--- src/hdl/dlpg_pkg.sv ---
// Shared constants, types and helpers for the DDA line point generator.
package dlpg_pkg;

  localparam int TILE_SIZE   = 64;
  localparam int COORD_BITS  = 6;
  localparam int FRAC_BITS   = 16;
  localparam int FIX_W       = COORD_BITS + FRAC_BITS;
  localparam int SLOPE_W     = FRAC_BITS + 2;
  localparam int QUOT_W      = FRAC_BITS + 1;
  localparam int DIV_CNT_W   = $clog2(QUOT_W);
  localparam int REM_W       = COORD_BITS + 1;
  localparam int QUEUE_DEPTH = 2;
  localparam int QPTR_W      = $clog2(QUEUE_DEPTH);
  localparam int QCNT_W      = $clog2(QUEUE_DEPTH + 1);

  typedef logic [COORD_BITS-1:0] coord_t;
  typedef logic [FIX_W-1:0]      fix_t;
  typedef logic [SLOPE_W-1:0]    slope_t;

  // One classified segment, handed from front end to back end.
  typedef struct packed {
    logic   axis_x;
    coord_t maj0;
    coord_t maj1;
    coord_t min0;
    slope_t slope;
  } job_t;

  typedef enum logic [1:0] {
    FE_IDLE,
    FE_DIV,
    FE_PUSH
  } fe_state_e;

  function automatic coord_t clip_coord(input coord_t v);
    coord_t c;
    c = v;
    if (c > COORD_BITS'(TILE_SIZE - 1)) begin
      c = COORD_BITS'(TILE_SIZE - 1);
    end
    return c;
  endfunction

endpackage

--- src/hdl/dda_line_point_generator.sv ---
// Top level of the DDA line point generator.
//
// channel   direction  handshake           beat
// segment   in         start_i, busy_o     start/end x,y (6-bit pixels)
// point     out        valid_o (no ready)  point_x/y (6.16), major_is_x, last
//
// A segment is taken when start_i is high and busy_o low; busy_o then stays
// high through the 17 slope division steps and the push into the queue, and
// longer while the two-entry job queue is full. The stepper emits one point per
// cycle, |dmajor|+1 points per segment, and the front end can divide the next
// segment meanwhile. The first point follows once the job has passed the queue.
// Reset clears the FSM, queue pointers and active flag; point beats can't stall.
module dda_line_point_generator import dlpg_pkg::*; (
  input  logic   clk_i,
  input  logic   rst_ni,
  input  logic   start_i,
  output logic   busy_o,
  input  coord_t start_x_i,
  input  coord_t start_y_i,
  input  coord_t end_x_i,
  input  coord_t end_y_i,
  output logic   valid_o,
  output fix_t   point_x_o,
  output fix_t   point_y_o,
  output logic   major_is_x_o,
  output logic   last_o
);

  logic push, q_full, pop, q_empty;
  job_t fe_job, be_job;

  dlpg_front u_front (
    .clk_i     (clk_i),
    .rst_ni    (rst_ni),
    .start_i   (start_i),
    .start_x_i (start_x_i),
    .start_y_i (start_y_i),
    .end_x_i   (end_x_i),
    .end_y_i   (end_y_i),
    .busy_o    (busy_o),
    .q_full_i  (q_full),
    .push_o    (push),
    .job_o     (fe_job)
  );

  dlpg_queue u_queue (
    .clk_i   (clk_i),
    .rst_ni  (rst_ni),
    .push_i  (push),
    .job_i   (fe_job),
    .full_o  (q_full),
    .pop_i   (pop),
    .empty_o (q_empty),
    .job_o   (be_job)
  );

  dlpg_back u_back (
    .clk_i        (clk_i),
    .rst_ni       (rst_ni),
    .q_empty_i    (q_empty),
    .job_i        (be_job),
    .pop_o        (pop),
    .valid_o      (valid_o),
    .point_x_o    (point_x_o),
    .point_y_o    (point_y_o),
    .major_is_x_o (major_is_x_o),
    .last_o       (last_o)
  );

`ifndef SYNTHESIS
  a_major_frac_zero: assert property (@(posedge clk_i) disable iff (!rst_ni)
    valid_o |-> (major_is_x_o ? (point_x_o[FRAC_BITS-1:0] == '0)
                              : (point_y_o[FRAC_BITS-1:0] == '0)))
    else $error("major coordinate has a nonzero fraction");

  a_no_overflow: assert property (@(posedge clk_i) disable iff (!rst_ni)
    push |-> !q_full)
    else $error("job queue written while full");

  a_busy_after_start: assert property (@(posedge clk_i) disable iff (!rst_ni)
    (start_i && !busy_o) |=> busy_o)
    else $error("front end not busy after accepting a segment");

  a_pop_nonempty: assert property (@(posedge clk_i) disable iff (!rst_ni)
    pop |-> !q_empty)
    else $error("back end popped an empty queue");
`endif

endmodule

--- src/hdl/dlpg_front.sv ---
// Front end: classifies a segment and divides out its slope one bit per cycle.
module dlpg_front import dlpg_pkg::*; (
  input  logic   clk_i,
  input  logic   rst_ni,
  input  logic   start_i,
  input  coord_t start_x_i,
  input  coord_t start_y_i,
  input  coord_t end_x_i,
  input  coord_t end_y_i,
  output logic   busy_o,
  input  logic   q_full_i,
  output logic   push_o,
  output job_t   job_o
);

  fe_state_e state_q, state_d;
  job_t      job_q;
  coord_t    dmaj_q;
  logic      neg_q;
  logic [REM_W-1:0]     rem_q;
  logic [QUOT_W-1:0]    quo_q;
  logic [DIV_CNT_W-1:0] cnt_q;

  coord_t sx, sy, ex, ey;
  logic [COORD_BITS:0] dx, dy, dmin;
  coord_t adx, ady, amin;
  coord_t maj0, maj1, min0, min1, tmaj0, tmaj1, tmin0, tmin1;
  logic   axis_x, accept, rem_ge;
  logic [REM_W-1:0] rem_sub;
  logic [QUOT_W-1:0] quo_sel;
  slope_t slope_mag;

  assign accept = start_i && (state_q == FE_IDLE);

  always_comb begin
    sx = clip_coord(start_x_i);
    sy = clip_coord(start_y_i);
    ex = clip_coord(end_x_i);
    ey = clip_coord(end_y_i);
    dx = {1'b0, ex} - {1'b0, sx};
    dy = {1'b0, ey} - {1'b0, sy};
    adx = dx[COORD_BITS] ? COORD_BITS'(-dx) : dx[COORD_BITS-1:0];
    ady = dy[COORD_BITS] ? COORD_BITS'(-dy) : dy[COORD_BITS-1:0];
    axis_x = adx > ady;
    tmaj0 = axis_x ? sx : sy;
    tmaj1 = axis_x ? ex : ey;
    tmin0 = axis_x ? sy : sx;
    tmin1 = axis_x ? ey : ex;
    if (tmaj0 > tmaj1) begin
      maj0 = tmaj1; maj1 = tmaj0; min0 = tmin1; min1 = tmin0;
    end else begin
      maj0 = tmaj0; maj1 = tmaj1; min0 = tmin0; min1 = tmin1;
    end
    dmin = {1'b0, min1} - {1'b0, min0};
    amin = dmin[COORD_BITS] ? COORD_BITS'(-dmin) : dmin[COORD_BITS-1:0];
  end

  // Restoring division of |dmin| * 2^FRAC_BITS by dmaj; |dmin| <= dmaj.
  assign rem_ge  = rem_q >= {1'b0, dmaj_q};
  assign rem_sub = rem_ge ? (rem_q - {1'b0, dmaj_q}) : rem_q;

  always_comb begin
    state_d = state_q;
    push_o  = 1'b0;
    unique case (state_q)
      FE_IDLE: if (start_i) state_d = FE_DIV;
      FE_DIV:  if (cnt_q == '0) state_d = FE_PUSH;
      FE_PUSH: begin
        push_o = !q_full_i;
        if (!q_full_i) state_d = FE_IDLE;
      end
      default: state_d = FE_IDLE;
    endcase
  end

  // Zero-length segment: divisor is zero, slope forced to zero.
  assign quo_sel   = (dmaj_q == '0) ? '0 : quo_q;
  assign slope_mag = {1'b0, quo_sel};

  always_comb begin
    job_o = job_q;
    job_o.slope = neg_q ? slope_t'(-slope_mag) : slope_mag;
  end

  assign busy_o = state_q != FE_IDLE;

  always_ff @(posedge clk_i or negedge rst_ni) begin
    if (!rst_ni) begin
      state_q <= FE_IDLE;
    end else begin
      state_q <= state_d;
    end
  end

  always_ff @(posedge clk_i) begin
    if (accept) begin
      job_q.axis_x <= axis_x;
      job_q.maj0   <= maj0;
      job_q.maj1   <= maj1;
      job_q.min0   <= min0;
      job_q.slope  <= '0;
      dmaj_q       <= maj1 - maj0;
      neg_q        <= dmin[COORD_BITS];
      rem_q        <= {1'b0, amin};
      quo_q        <= '0;
      cnt_q        <= DIV_CNT_W'(QUOT_W - 1);
    end else if (state_q == FE_DIV) begin
      rem_q <= {rem_sub[REM_W-2:0], 1'b0};
      quo_q <= {quo_q[QUOT_W-2:0], rem_ge};
      cnt_q <= cnt_q - 1'b1;
    end
  end

endmodule

--- src/hdl/dlpg_queue.sv ---
// Short job queue between the front and back ends.
module dlpg_queue import dlpg_pkg::*; (
  input  logic clk_i,
  input  logic rst_ni,
  input  logic push_i,
  input  job_t job_i,
  output logic full_o,
  input  logic pop_i,
  output logic empty_o,
  output job_t job_o
);

  job_t              mem_q [QUEUE_DEPTH];
  logic [QPTR_W-1:0] wr_q, rd_q;
  logic [QCNT_W-1:0] cnt_q;
  logic              do_push, do_pop;

  assign full_o  = cnt_q == QCNT_W'(QUEUE_DEPTH);
  assign empty_o = cnt_q == '0;
  assign do_push = push_i && !full_o;
  assign do_pop  = pop_i && !empty_o;
  assign job_o   = mem_q[rd_q];

  always_ff @(posedge clk_i or negedge rst_ni) begin
    if (!rst_ni) begin
      wr_q  <= '0;
      rd_q  <= '0;
      cnt_q <= '0;
    end else begin
      if (do_push) wr_q <= (wr_q == QPTR_W'(QUEUE_DEPTH - 1)) ? '0 : wr_q + 1'b1;
      if (do_pop)  rd_q <= (rd_q == QPTR_W'(QUEUE_DEPTH - 1)) ? '0 : rd_q + 1'b1;
      if (do_push && !do_pop) cnt_q <= cnt_q + 1'b1;
      else if (do_pop && !do_push) cnt_q <= cnt_q - 1'b1;
    end
  end

  always_ff @(posedge clk_i) begin
    if (do_push) mem_q[wr_q] <= job_i;
  end

endmodule

--- src/hdl/dlpg_back.sv ---
// Back end: steps the major axis and accumulates the minor coordinate.
module dlpg_back import dlpg_pkg::*; (
  input  logic clk_i,
  input  logic rst_ni,
  input  logic q_empty_i,
  input  job_t job_i,
  output logic pop_o,
  output logic valid_o,
  output fix_t point_x_o,
  output fix_t point_y_o,
  output logic major_is_x_o,
  output logic last_o
);

  logic   active_q;
  coord_t pos_q, end_q;
  fix_t   acc_q;
  slope_t slope_q;
  logic   axis_q;
  logic   fin;
  fix_t   maj_fix;

  assign fin     = pos_q >= end_q;
  // next segment loads in the same cycle the final point goes out
  assign pop_o   = (!active_q || fin) && !q_empty_i;
  assign maj_fix = {pos_q, FRAC_BITS'(0)};

  assign valid_o      = active_q;
  assign point_x_o    = axis_q ? maj_fix : acc_q;
  assign point_y_o    = axis_q ? acc_q : maj_fix;
  assign major_is_x_o = axis_q;
  assign last_o       = fin;

  always_ff @(posedge clk_i or negedge rst_ni) begin
    if (!rst_ni) begin
      active_q <= 1'b0;
    end else if (pop_o) begin
      active_q <= 1'b1;
    end else if (fin) begin
      active_q <= 1'b0;
    end
  end

  always_ff @(posedge clk_i) begin
    if (pop_o) begin
      pos_q   <= job_i.maj0;
      end_q   <= job_i.maj1;
      acc_q   <= {job_i.min0, FRAC_BITS'(0)};
      slope_q <= job_i.slope;
      axis_q  <= job_i.axis_x;
    end else if (active_q && !fin) begin
      pos_q <= pos_q + 1'b1;
      acc_q <= acc_q + {{(FIX_W - SLOPE_W){slope_q[SLOPE_W-1]}}, slope_q};
    end
  end

endmodule
--- config.mk ---
export PLATFORM = sky130hd
export DESIGN_NAME = dda_line_point_generator
export DESIGN_NICKNAME = d
export VERILOG_FILES = /design/src/hdl/dlpg_pkg.sv /design/src/hdl/dda_line_point_generator.sv /design/src/hdl/dlpg_front.sv /design/src/hdl/dlpg_queue.sv /design/src/hdl/dlpg_back.sv
export SDC_FILE = /design/constraint.sdc
export NUM_CORES = 1
export LEC_CHECK = 0
export ABC_AREA = 1
export BUFFER_PORTS_ARGS = -buffer_cell sky130_fd_sc_hd__buf_2
export CAP_MARGIN = 20
export CORE_MARGIN = 2
export CORE_UTILIZATION = 25
export CTS_CLUSTER_SIZE = 25
export DETAILED_ROUTE_END_ITERATION = 16
export PLACE_DENSITY_LB_ADDON = 0.2
export REMOVE_ABC_BUFFERS = 1
export SETUP_SLACK_MARGIN = 0.1
export SKIP_CTS_REPAIR_TIMING = 1
export SLEW_MARGIN = 20
export SYNTH_ARGS = -nofsm -noshare
export SYNTH_HDL_FRONTEND = slang
export SYNTH_SLANG_ARGS = --single-unit
--- constraint.sdc ---
create_clock -name clk_i -period 4.1 [get_ports clk_i]
set_input_delay 1.025 -clock clk_i [delete_from_list [all_inputs] [get_ports clk_i]]
set_output_delay 1.025 -clock clk_i [all_outputs]
set_load 0.005 [all_outputs]
After elaboration in Yosys (flattened, before gate mapping):

Memories as Yosys holds them, arrays and structs flattened.
Index checks and enable logic that the tools add are counted.

* eq/ne operators: 6
* add/subtract/negate cells: 16
* multiplexer cells: 39
* order comparisons: 8
* reduce and logical (&&, ||, !) cells: 24

Operators by type and width (count)
* 6-bit two-way mux: 20
* 22-bit two-way mux: 4
* 6-bit > comparator (second input constant): 4
* 22-bit adder: 1
* 6-bit by 6-bit subtractor with 7-bit output: 3
* 18-bit two-way mux: 1
* 17-bit negation with 18-bit output: 1
* 6-bit negation: 3
* 17-bit two-way mux: 1
* 6-bit > comparator: 2
* 6-bit subtractor: 2
* 2-bit two-way mux: 5
* 2-bit nonzero test: 5
* 7-bit by 6-bit >= comparator with 1-bit output: 1
* 1-bit logical AND: 7
* 1-bit two-way mux: 7
* 6-bit by 1-bit adder with 6-bit output (second input constant): 1
* 6-bit >= comparator: 1
* 1-bit zero test: 6
* 6-bit zero test: 1
* 2-bit one-hot mux with 3 select lines: 1
* 5-bit zero test: 1
* 5-bit by 1-bit subtractor with 5-bit output (second input constant): 1
* 2-bit equality test (second input constant): 2
* 9 further kinds: 12

* RAM bits: 74
* logic and storage cells: 115
* bits in registers: 115
* memories kept: 1

Memories
* u_queue.mem_q: words 2, bits a word 37, read ports 1, clocked after memory_dff 0, wr ports 1, RTL line dlpg_queue.sv:13 `job_t mem_q [QUEUE_DEPTH];`

Depth between registers and ports, before layout:

Gate-level depths: netlist (run 1).

* depth in word-level cells: 13
* depth in mapped cells: 50
* gate-level depth less buffers: 45

Hierarchy:

Synthesis (run 1) repeated with hierarchy kept, for this count alone.

* cell total of the unflattened synthesis: 1444
* area total of the unflattened synthesis: 11607.4 µm²

Modules (own cells, without submodules)
* dlpg_front: instances 1, cells each 675, area each 4842.1 µm², sequential area each 1471.4 µm²
* dlpg_back: instances 1, cells each 544, area each 3822.4 µm², sequential area each 1456.4 µm²
* dlpg_queue: instances 1, cells each 225, area each 2942.8 µm², sequential area each 2322.2 µm²

Worst setup path before layout (run 1):

OpenSTA, ideal clock, no wires.

* path type: input port to flip-flop
* from: input port end_x_i[0]
* to: register u_front.rem_q[4], data pin
* arrival: 7.284 ns
* setup slack: -3.484 ns
* required time: 3.800 ns
* stages on the path: 42
* path through: inv_1 > ha_1 > inv_1 > ha_1 > or2_2 > nand3_1 > nand2_1 > nand2_1 > nand2_1 > a21oi_1 > nand2_1 > xor2_1 > ha_1 > a21oi_1 > nand3_4 > nand2_4 > clkbuf_1 > buf_2 > [... 6 more ...] > nand2_2 > nand2_4 > buf_12 > buf_6 > buf_2 > o21ai_0 > ha_1 > inv_1 > fa_1 > nand3_1 > nand2_1 > a21oi_1 > inv_1 > a21oi_1 > o21ai_0 > o21ai_0 > a21oi_1 > o21bai_1

* elaborated cells on any way between the ends: 17

RTL lines
* from (decl): RTL line dda_line_point_generator.sv:20 `input coord_t end_x_i,`
* 6-bit > comparator: RTL line dlpg_pkg.sv:38 `if (c > COORD_BITS'(TILE_SIZE - 1)) begin`
* 6-bit two-way mux (*): RTL line dlpg_pkg.sv:38
* 6-bit by 6-bit subtractor with 7-bit output: RTL line dlpg_front.sv:40 `dx = {1'b0, ex} - {1'b0, sx};`
* 6-bit negation: RTL line dlpg_front.sv:42 `adx = dx[COORD_BITS] ? COORD_BITS'(-dx) : dx[COORD_BITS-1:0];`
* 6-bit two-way mux: RTL line dlpg_front.sv:42
* 6-bit > comparator: RTL line dlpg_front.sv:44 `axis_x = adx > ady;`
* 6-bit two-way mux, on equally long branches: RTL line dlpg_front.sv:45, dlpg_front.sv:46
* 6-bit > comparator: RTL line dlpg_front.sv:49 `if (tmaj0 > tmaj1) begin`
* 6-bit two-way mux (*): RTL line dlpg_front.sv:49
* net u_front.min0[0]: RTL line dlpg_front.sv:27 `coord_t maj0, maj1, min0, min1, tmaj0, tmaj1, tmin0, tmin1;`
* 6-bit by 6-bit subtractor with 7-bit output (*): RTL line dlpg_front.sv:54 `dmin = {1'b0, min1} - {1'b0, min0};`
* net u_front.dmin[6]: RTL line dlpg_front.sv:25 `logic [COORD_BITS:0] dx, dy, dmin;`
* 6-bit two-way mux (*): RTL line dlpg_front.sv:55 `amin = dmin[COORD_BITS] ? COORD_BITS'(-dmin) : dmin[COORD_BITS-1:0];`
* 6-bit two-way mux (*): RTL line dlpg_front.sv:96 `if (accept) begin`
* to (signal assigned): RTL line dlpg_front.sv:104 `rem_q <= {1'b0, amin};`
* to (signal assigned): RTL line dlpg_front.sv:108 `rem_q <= {rem_sub[REM_W-2:0], 1'b0};`
* to (decl): RTL line dlpg_front.sv:20 `logic [REM_W-1:0] rem_q;`

Mark *: on every way through the listed nets, which the timed path passes. The rest lies on a longest branch.
A chain may end at the register's enable or synchronous reset.

Final worst setup path (run 1):

* from: input port end_y_i[1]
* to: register u_front.rem_q[5], data pin

* elaborated cells on any way between the ends: 17

RTL lines
* from (decl): RTL line dda_line_point_generator.sv:21 `input coord_t end_y_i,`
* 6-bit > comparator: RTL line dlpg_pkg.sv:38
* 6-bit two-way mux (*): RTL line dlpg_pkg.sv:38
* 6-bit by 6-bit subtractor with 7-bit output: RTL line dlpg_front.sv:41 `dy = {1'b0, ey} - {1'b0, sy};`
* 6-bit negation: RTL line dlpg_front.sv:43 `ady = dy[COORD_BITS] ? COORD_BITS'(-dy) : dy[COORD_BITS-1:0];`
* 6-bit two-way mux: RTL line dlpg_front.sv:43
* 6-bit > comparator: RTL line dlpg_front.sv:44
* 6-bit two-way mux, on equally long branches: RTL line dlpg_front.sv:45, dlpg_front.sv:46
* 6-bit > comparator: RTL line dlpg_front.sv:49
* 6-bit two-way mux: RTL line dlpg_front.sv:49
* 6-bit by 6-bit subtractor with 7-bit output (*): RTL line dlpg_front.sv:54
* net u_front.dmin[6]: RTL line dlpg_front.sv:25
* 6-bit two-way mux (*): RTL line dlpg_front.sv:55
* 6-bit two-way mux (*): RTL line dlpg_front.sv:96

Marked as above.

==> flow_metrics.py, run 1 <==
metrics = {
    "global_route": {
        "grt_first_pass_wirelength_um": 41500,
        "grt_antenna_before_repair": 0,
        "first_global_vias": 8334,
        "groute.usage.overall_pct": 11.6,
        "pin_count_of_the_biggest_net_entering_global_routing": 58,
        "gr-total-overflow": 0,
    },
    "place": {
        "detailedPlacementHpwl_um": 19800,
        "io_buffers": 74,
        "place_congestion": 0.832,
        "numPlacedInstances": 2014,
    },
    "logic_synthesis": {
        "dominantRegCellSynth": "edfxtp_1",
        "syn-instance-count": 1257,
        "synth_xor_xnor_area_share_pct": 4.98,
        "synth.ff_latch_count": 189,
        "ffs_w_async_s_r_synth_pct": 3.70,
        "mux_cell_area_share_after_synthesis_pct": 0,
        "count_of_flip_flops_with_a_built_in_enable_after_synthesis": 143,
        "share_of_synthesized_cell_area_in_full_adder_half_adder_and_majority_cells_pct": 8.47,
        "yosysUniqueCellTypes": 46,
        "synth.yosys.warnings": 0,
        "synth_top_family_by_area": "simple AND/OR/NAND/NOR gates",
        "yosys.area_share.simple_pct": 18.6,
        "synth_area_mm2": 0.0109,
        "synth_compound_gate_area_share_pct": 11.4,
        "yosysSeqAreaShare_pct": 48.2,
        "syn_avg_cell_area_um2": 8.67,
    },
    "routing": {
        "vias": 8633,
        "drc": 0,
        "wl_per_cell_um": 12.7,
        "detailedRoute.firstIterationViolations": 257,
        "route.final.wire_length_um": 26300,
        "route.antenna.remaining_nets": 0,
        "firstDrtPassIters": 4,
        "route.detailed.vias_per_inst": 4.18,
    },
    "timing": {
        "timing_hold_violations_final": 0,
        "max_slew_margin_pct": 40.3,
        "timing.fmax_mhz": 168,
        "rsz0062_at_grt": "true",
        "timing.final.setup_violations": 30,
        "finalWorstSetupSlack_ns": -1.84,
        "worstMarginPinSlew_ns": 0.893,
        "post-route-min-period_ns": 5.94,
        "layout_worst_path_cycle_share_pct": 145,
        "fin_skew_ns": 0.0133,
        "slew_violations": 0,
    },
    "floorplanning": {
        "design.die.area_mm2": 0.0453,
        "die_height_um": 213,
        "floorplan.initialDensity_pct": 25.3,
        "fp.dieW_um": 213,
        "core_area_mm2": 0.0431,
        "rows": 76,
        "design.portCount": 75,
    },
    "run_status": {
        "violations": "negative setup slack",
        "status": "complete, but fails checks",
    },
    "setup_path": {
        "cp_data_required_time_ns": 4.28,
        "worst_setup_path_end_kind": "flip-flop",
        "critical_path_peak_fanout": 7,
        "worst-endpoint-arrival_ns": 6.12,
        "worst_path_max_delay_cell": "fa_2",
        "setup.worst_path.start_class": "input port",
        "setup.worst_path.class": "in -> reg",
        "crit_path_max_incr_delay_ns": 0.36,
    },
    "worst_hold_path": {
        "holdCritPathClass": "in -> async",
    },
    "clocking": {
        "clock-root-buffer": "clkbuf_16",
        "cts-htree-levels": 4,
        "cts.clk_slew.worst_paths_ns": 0.07,
        "cts_made_buffers": 17,
        "clk_latency_ns": 0.43,
        "tritoncts_num_sinks": 189,
        "tritoncts_clock_tree": "yes",
        "cts_buffer_depth": 2,
    },
    "finish": {
        "synthToLayoutAreaGrowth_pct": 32.5,
        "drive_gt1_share_pct": 28.0,
        "finish.net_count": 1568,
        "insertedDiodeCount": 0,
        "register_cell_area_after_layout_mm2": 0.00525,
        "multi_input_comb_area_mm2": 0.00541,
        "utilization_pct": 33.5,
        "post_layout_cell_count": 2067,
        "fillerInstances": 4534,
    },
    "run": {
        "max_cap_viol": 0,
    },
}
worst max-delay path: cells and delay by family:
family,cells,cell delay [ns]
AOI/OAI and AO/OA,6,0.92
and+or+nand+nor,18,1.62
buffers and inverters,11,1.02
adders and majority gates,5,1.22
xor gates and xnor gates,2,0.31
logic make-up (layout without fill, tap and decap cells):
logic type | Yosys count | after routing
xor gates and xnor gates | 62 | 62
AOI/OAI and AO/OA | 223 | 223
and+or+nand+nor | 477 | 479
DFF | 189 | 189
adders and majority gates | 72 | 72
buffers and inverters | 234 | 457
synth_stat cells, types with 2 or more instances:
cell | n | area share [%]
o21ai_1 | 3 | 0.14
inv_2 | 3 | 0.10
o21ai_2 | 3 | 0.24
a21o_1 | 6 | 0.41
a21oi_1 | 68 | 3.1
buf_2 | 2 | 0.092
nand3_1 | 51 | 2.3
or2_2 | 3 | 0.17
nand2_1 | 287 | 9.9
xor2_1 | 37 | 3.0
inv_1 | 186 | 6.4
nand2_4 | 3 | 0.31
o32ai_1 | 4 | 0.32
o22ai_1 | 26 | 1.5
nand2_2 | 14 | 0.80
nand3_4 | 2 | 0.32
o211ai_1 | 2 | 0.14
nand3_2 | 2 | 0.18
ha_1 | 69 | 7.9
buf_1 | 3 | 0.10
nand4_1 | 5 | 0.29
nor2_1 | 91 | 3.1
o21ai_0 | 88 | 4.0
nor4_1 | 6 | 0.34
o31ai_1 | 4 | 0.28
clkbuf_1 | 36 | 1.2
fa_1 | 3 | 0.55
dfxtp_1 | 39 | 7.2
nor3_1 | 8 | 0.37
nor2_4 | 2 | 0.21
o21bai_1 | 6 | 0.41
a31oi_1 | 9 | 0.52
dfrtp_1 | 7 | 1.6
edfxtp_1 | 143 | 39
xnor2_1 | 25 | 2.0
per-layer routing:
layer | global-route usage (%) | vias to the layer above | share of wire, %
met5 | 0 | - | 0
met4 | 3.40 | 0 | 1.4
met3 | 1.72 | 19 | 2.0
met2 | 19.7 | 82 | 48
met1 | 15.2 | 3939 | 48
li1 | - | 4593 | -
sequential cells by signal, indices dropped and copies added, names as in the netlist:
| register | flops |
|---|---|
| u_back.acc_q | 22 |
| u_back.end_q | 6 |
| u_back.major_is_x_o | 1 |
| u_back.pos_q | 6 |
| u_back.slope_q | 18 |
| u_back.valid_o | 1 |
| u_front.cnt_q | 5 |
| u_front.dmaj_q | 6 |
| u_front.job_o | 19 |
| u_front.neg_q | 1 |
| u_front.quo_q | 17 |
| u_front.rem_q | 7 |
| u_front.state_q | 2 |
| u_queue.cnt_q | 2 |
| u_queue.mem_q | 74 |
| u_queue.rd_q | 1 |
| u_queue.wr_q | 1 |
final cells by class:
cell class / count / share of cell area (%)
clock buffer: 23 / 3.91
clock inverter: 9 / 0.546
inverter: 190 / 5.03
multi-input combinational: 836 / 37.5
sequential: 189 / 36.4
tap: 585 / 5.07
timing repair buffer: 235 / 11.6
final timing paths:
path | slack (ns) | cells after the start | endpoint | from
worst max-delay path | -1.84 | 42 | u_front.rem_q[5] | end_y_i[1]
worst min-delay path | 0.44 | 1 | u_back.valid_o | rst_ni
worst max register to register | 0.89 | 13 | u_back.acc_q[18] | u_back.acc_q[0]
worst min register to register | 0.45 | 0 | u_queue.mem_q[1][25] | u_front.job_o[25]
max in group asynchronous | 3.47 | 1 | u_queue.rd_q | rst_ni
min in group clk_i | 0.45 | 0 | u_queue.mem_q[1][25] | u_front.job_o[25]
metrics by stage:
step / setup WS (ns) / area, um^2 / setup TNS [ns] / hold slack (ns)
finish: -1.84 / 14400 / -30.26 / 0.444
global route: -2.16 / 14400 / -37.26 / 0.435
CTS: -2.27 / 13500 / -38.95 / 0.438
detailed placement: -2.72 / 12900 / -53.04 / 0.435
global placement: -2.52 / 12900 / -49.37 / 0.426
floorplan: -2.87 / 10700 / -45.64 / 0.421
layout by cell type, fill, tap and decap left out, types with 7 or more instances in the layout:
cell type / instances
nor2_1: 78
a21oi_2: 8
buf_6: 13
o21ai_0: 68
clkbuf_16: 22
o21ai_2: 15
buf_2: 69
nand2_4: 10
a21oi_1: 59
dfxtp_1: 39
ha_1: 55
dfrtp_1: 7
ha_4: 12
buf_4: 149
xnor2_1: 22
nand3_2: 8
nor2_4: 10
nand3_1: 45
edfxtp_1: 143
nand2_2: 26
xor2_1: 33
a31oi_1: 9
inv_2: 15
inv_1: 169
o22ai_1: 25
nand2_1: 268
o21ai_4: 9
Power of run 1 is left out: the tool's default activity adds up to more than one toggle a clock period on the data nets, which glitch-free logic cannot reach.
==> run 2, diff against run 1 <==
clock period = 5.5 ns   (was 4.1 ns; I/O delays follow)
==> flow_metrics.py, run 2 (same netlist as run 1, synthesis figures left out) <==
metrics = {
    "timing": {
        "timing.final.setup_violations": 10,
        "slew_violations": 0,
        "rsz0062_at_grt": "true",
        "layout_worst_path_cycle_share_pct": 115,
        "worst_hold_slack_across_all_endpoints_ns": 0.451,
        "fin_skew_ns": 0.00727,
        "finalWorstSetupSlack_ns": -0.804,
        "timing_hold_violations_final": 0,
        "worstMarginPinSlew_ns": 0.888,
        "max_slew_margin_pct": 40.7,
        "post-route-min-period_ns": 6.30,
        "timing.fmax_mhz": 159,
    },
    "global_route": {
        "first_global_vias": 8180,
        "gr-total-overflow": 0,
        "groute.usage.overall_pct": 11.5,
        "pin_count_of_the_biggest_net_entering_global_routing": 58,
        "grt_first_pass_wirelength_um": 41100,
        "grt_antenna_before_repair": 0,
    },
    "setup_path": {
        "worst_setup_path_end_kind": "flip-flop",
        "worst-endpoint-arrival_ns": 6.49,
        "cp_data_required_time_ns": 5.68,
        "critical_path_peak_fanout": 7,
        "timing.rr.end": "u_queue.mem_q[0][16]",
        "cell_occurring_most_often_along_the_worst_timing_path": "inv_2",
        "worst_r2r_startpoint": "u_front.dmaj_q[2]",
        "regToRegSetupSlack_ns": 2.14,
        "worst_path_max_delay_cell": "fa_2",
        "worst_path_dominant_cell_family": "simple AND/OR/NAND/NOR gates",
        "wp_buf_inv": 12,
        "setup.worst_path.start_class": "input port",
        "worstRegToRegCells": 11,
        "crit_path_max_incr_delay_ns": 0.36,
        "setup.worst_path.class": "in -> reg",
    },
    "place": {
        "place_area_mm2": 0.0128,
        "dpl_worst_slack_ns": -1.70,
        "io_buffers": 74,
        "place_congestion": 0.816,
        "detailedPlacementHpwl_um": 19400,
    },
    "worst_hold_path": {
        "hold_path_startpoint": "u_front.job_o[27]",
        "holdCritPathClass": "reg -> reg",
        "hold_depth": 0,
        "hold_path_end": "u_queue.mem_q[1][27]",
    },
    "finish": {
        "drive_gt1_share_pct": 27.2,
        "finish.net_count": 1567,
        "largest_register_ffs": 74,
        "synthToLayoutAreaGrowth_pct": 32.3,
        "final_cell_mix": "nand2_1 (260), inv_1 (167), buf_4 (143), edfxtp_1 (143), nor2_1 (80)",
        "largest-register": "u_queue.mem_q",
        "final_area_mm2": 0.0144,
        "insertedDiodeCount": 0,
        "layout.cells.most_common": "nand2_1",
    },
    "clocking": {
        "tritoncts_clock_tree": "yes",
        "clk_latency_ns": 0.43,
        "cts_buffer_depth": 2,
        "tritoncts_num_sinks": 189,
        "cts.clk_slew.worst_paths_ns": 0.07,
        "cts_made_buffers": 17,
        "cts-htree-levels": 4,
        "clock-root-buffer": "clkbuf_16",
    },
    "floorplanning": {
        "fp.dieW_um": 213,
        "core_area_mm2": 0.0431,
        "rows": 76,
        "design.die.area_mm2": 0.0453,
        "die_height_um": 213,
        "floorplan.initialDensity_pct": 25.3,
        "design.portCount": 75,
    },
    "routing": {
        "firstDrtPassIters": 4,
        "drc": 0,
        "vias": 8587,
        "detailedRoute.firstIterationViolations": 362,
        "route.final.wire_length_um": 25900,
        "wl_per_cell_um": 12.5,
        "route.antenna.remaining_nets": 0,
        "route.detailed.vias_per_inst": 4.16,
    },
    "run_status": {
        "status": "complete, but fails checks",
        "violations": "negative setup slack",
    },
    "run": {
        "max_cap_viol": 0,
    },
}
run 2: worst max path at each step:
stage	startpoint	end	slack (ns)	cells past startpoint
floorplan	end_x_i[0]	u_front.rem_q[4]	-1.82	39
CTS	end_x_i[1]	u_front.rem_q[4]	-1.24	42
finish	end_x_i[1]	u_front.rem_q[5]	-0.80	43
global placement	end_x_i[0]	u_front.rem_q[5]	-1.47	35
global route	start_x_i[1]	u_front.rem_q[5]	-1.11	43
detailed placement	end_x_i[1]	u_front.rem_q[4]	-1.70	42
run 2: layout make-up:
cell class	instances	area [um^2]
tap	585	732
clock inverter	14	170
timing repair buffer	234	1720
clock buffer	17	425
inverter	190	726
fill	4384	28700
sequential	189	5250
multi-input combinational	836	5400
run 2: per-layer routing:
metal,part of all wire [%],vias to the layer above,routed length (um),global-route usage (%)
met2,48,98,12500,19.5
li1,-,4596,-,-
met4,1.1,0,290,2.85
met5,0,-,0,0
met3,3.2,18,820,1.85
met1,47,3875,12300,15.3
run 2: through the flow:
stage / instances / util (%) / setup TNS [ns]
6_report: 2065 / 33.5 / -4.75
5_1_grt: 2065 / 33.5 / -7.98
4_1_cts: 2036 / 31.1 / -9.75
3_5_place_dp: 2005 / 29.8 / -21.91
3_3_place_gp: 2005 / 29.8 / -18.00
2_1_floorplan: 1213 / - / -13.86
Power of run 2 is left out for the same reason.
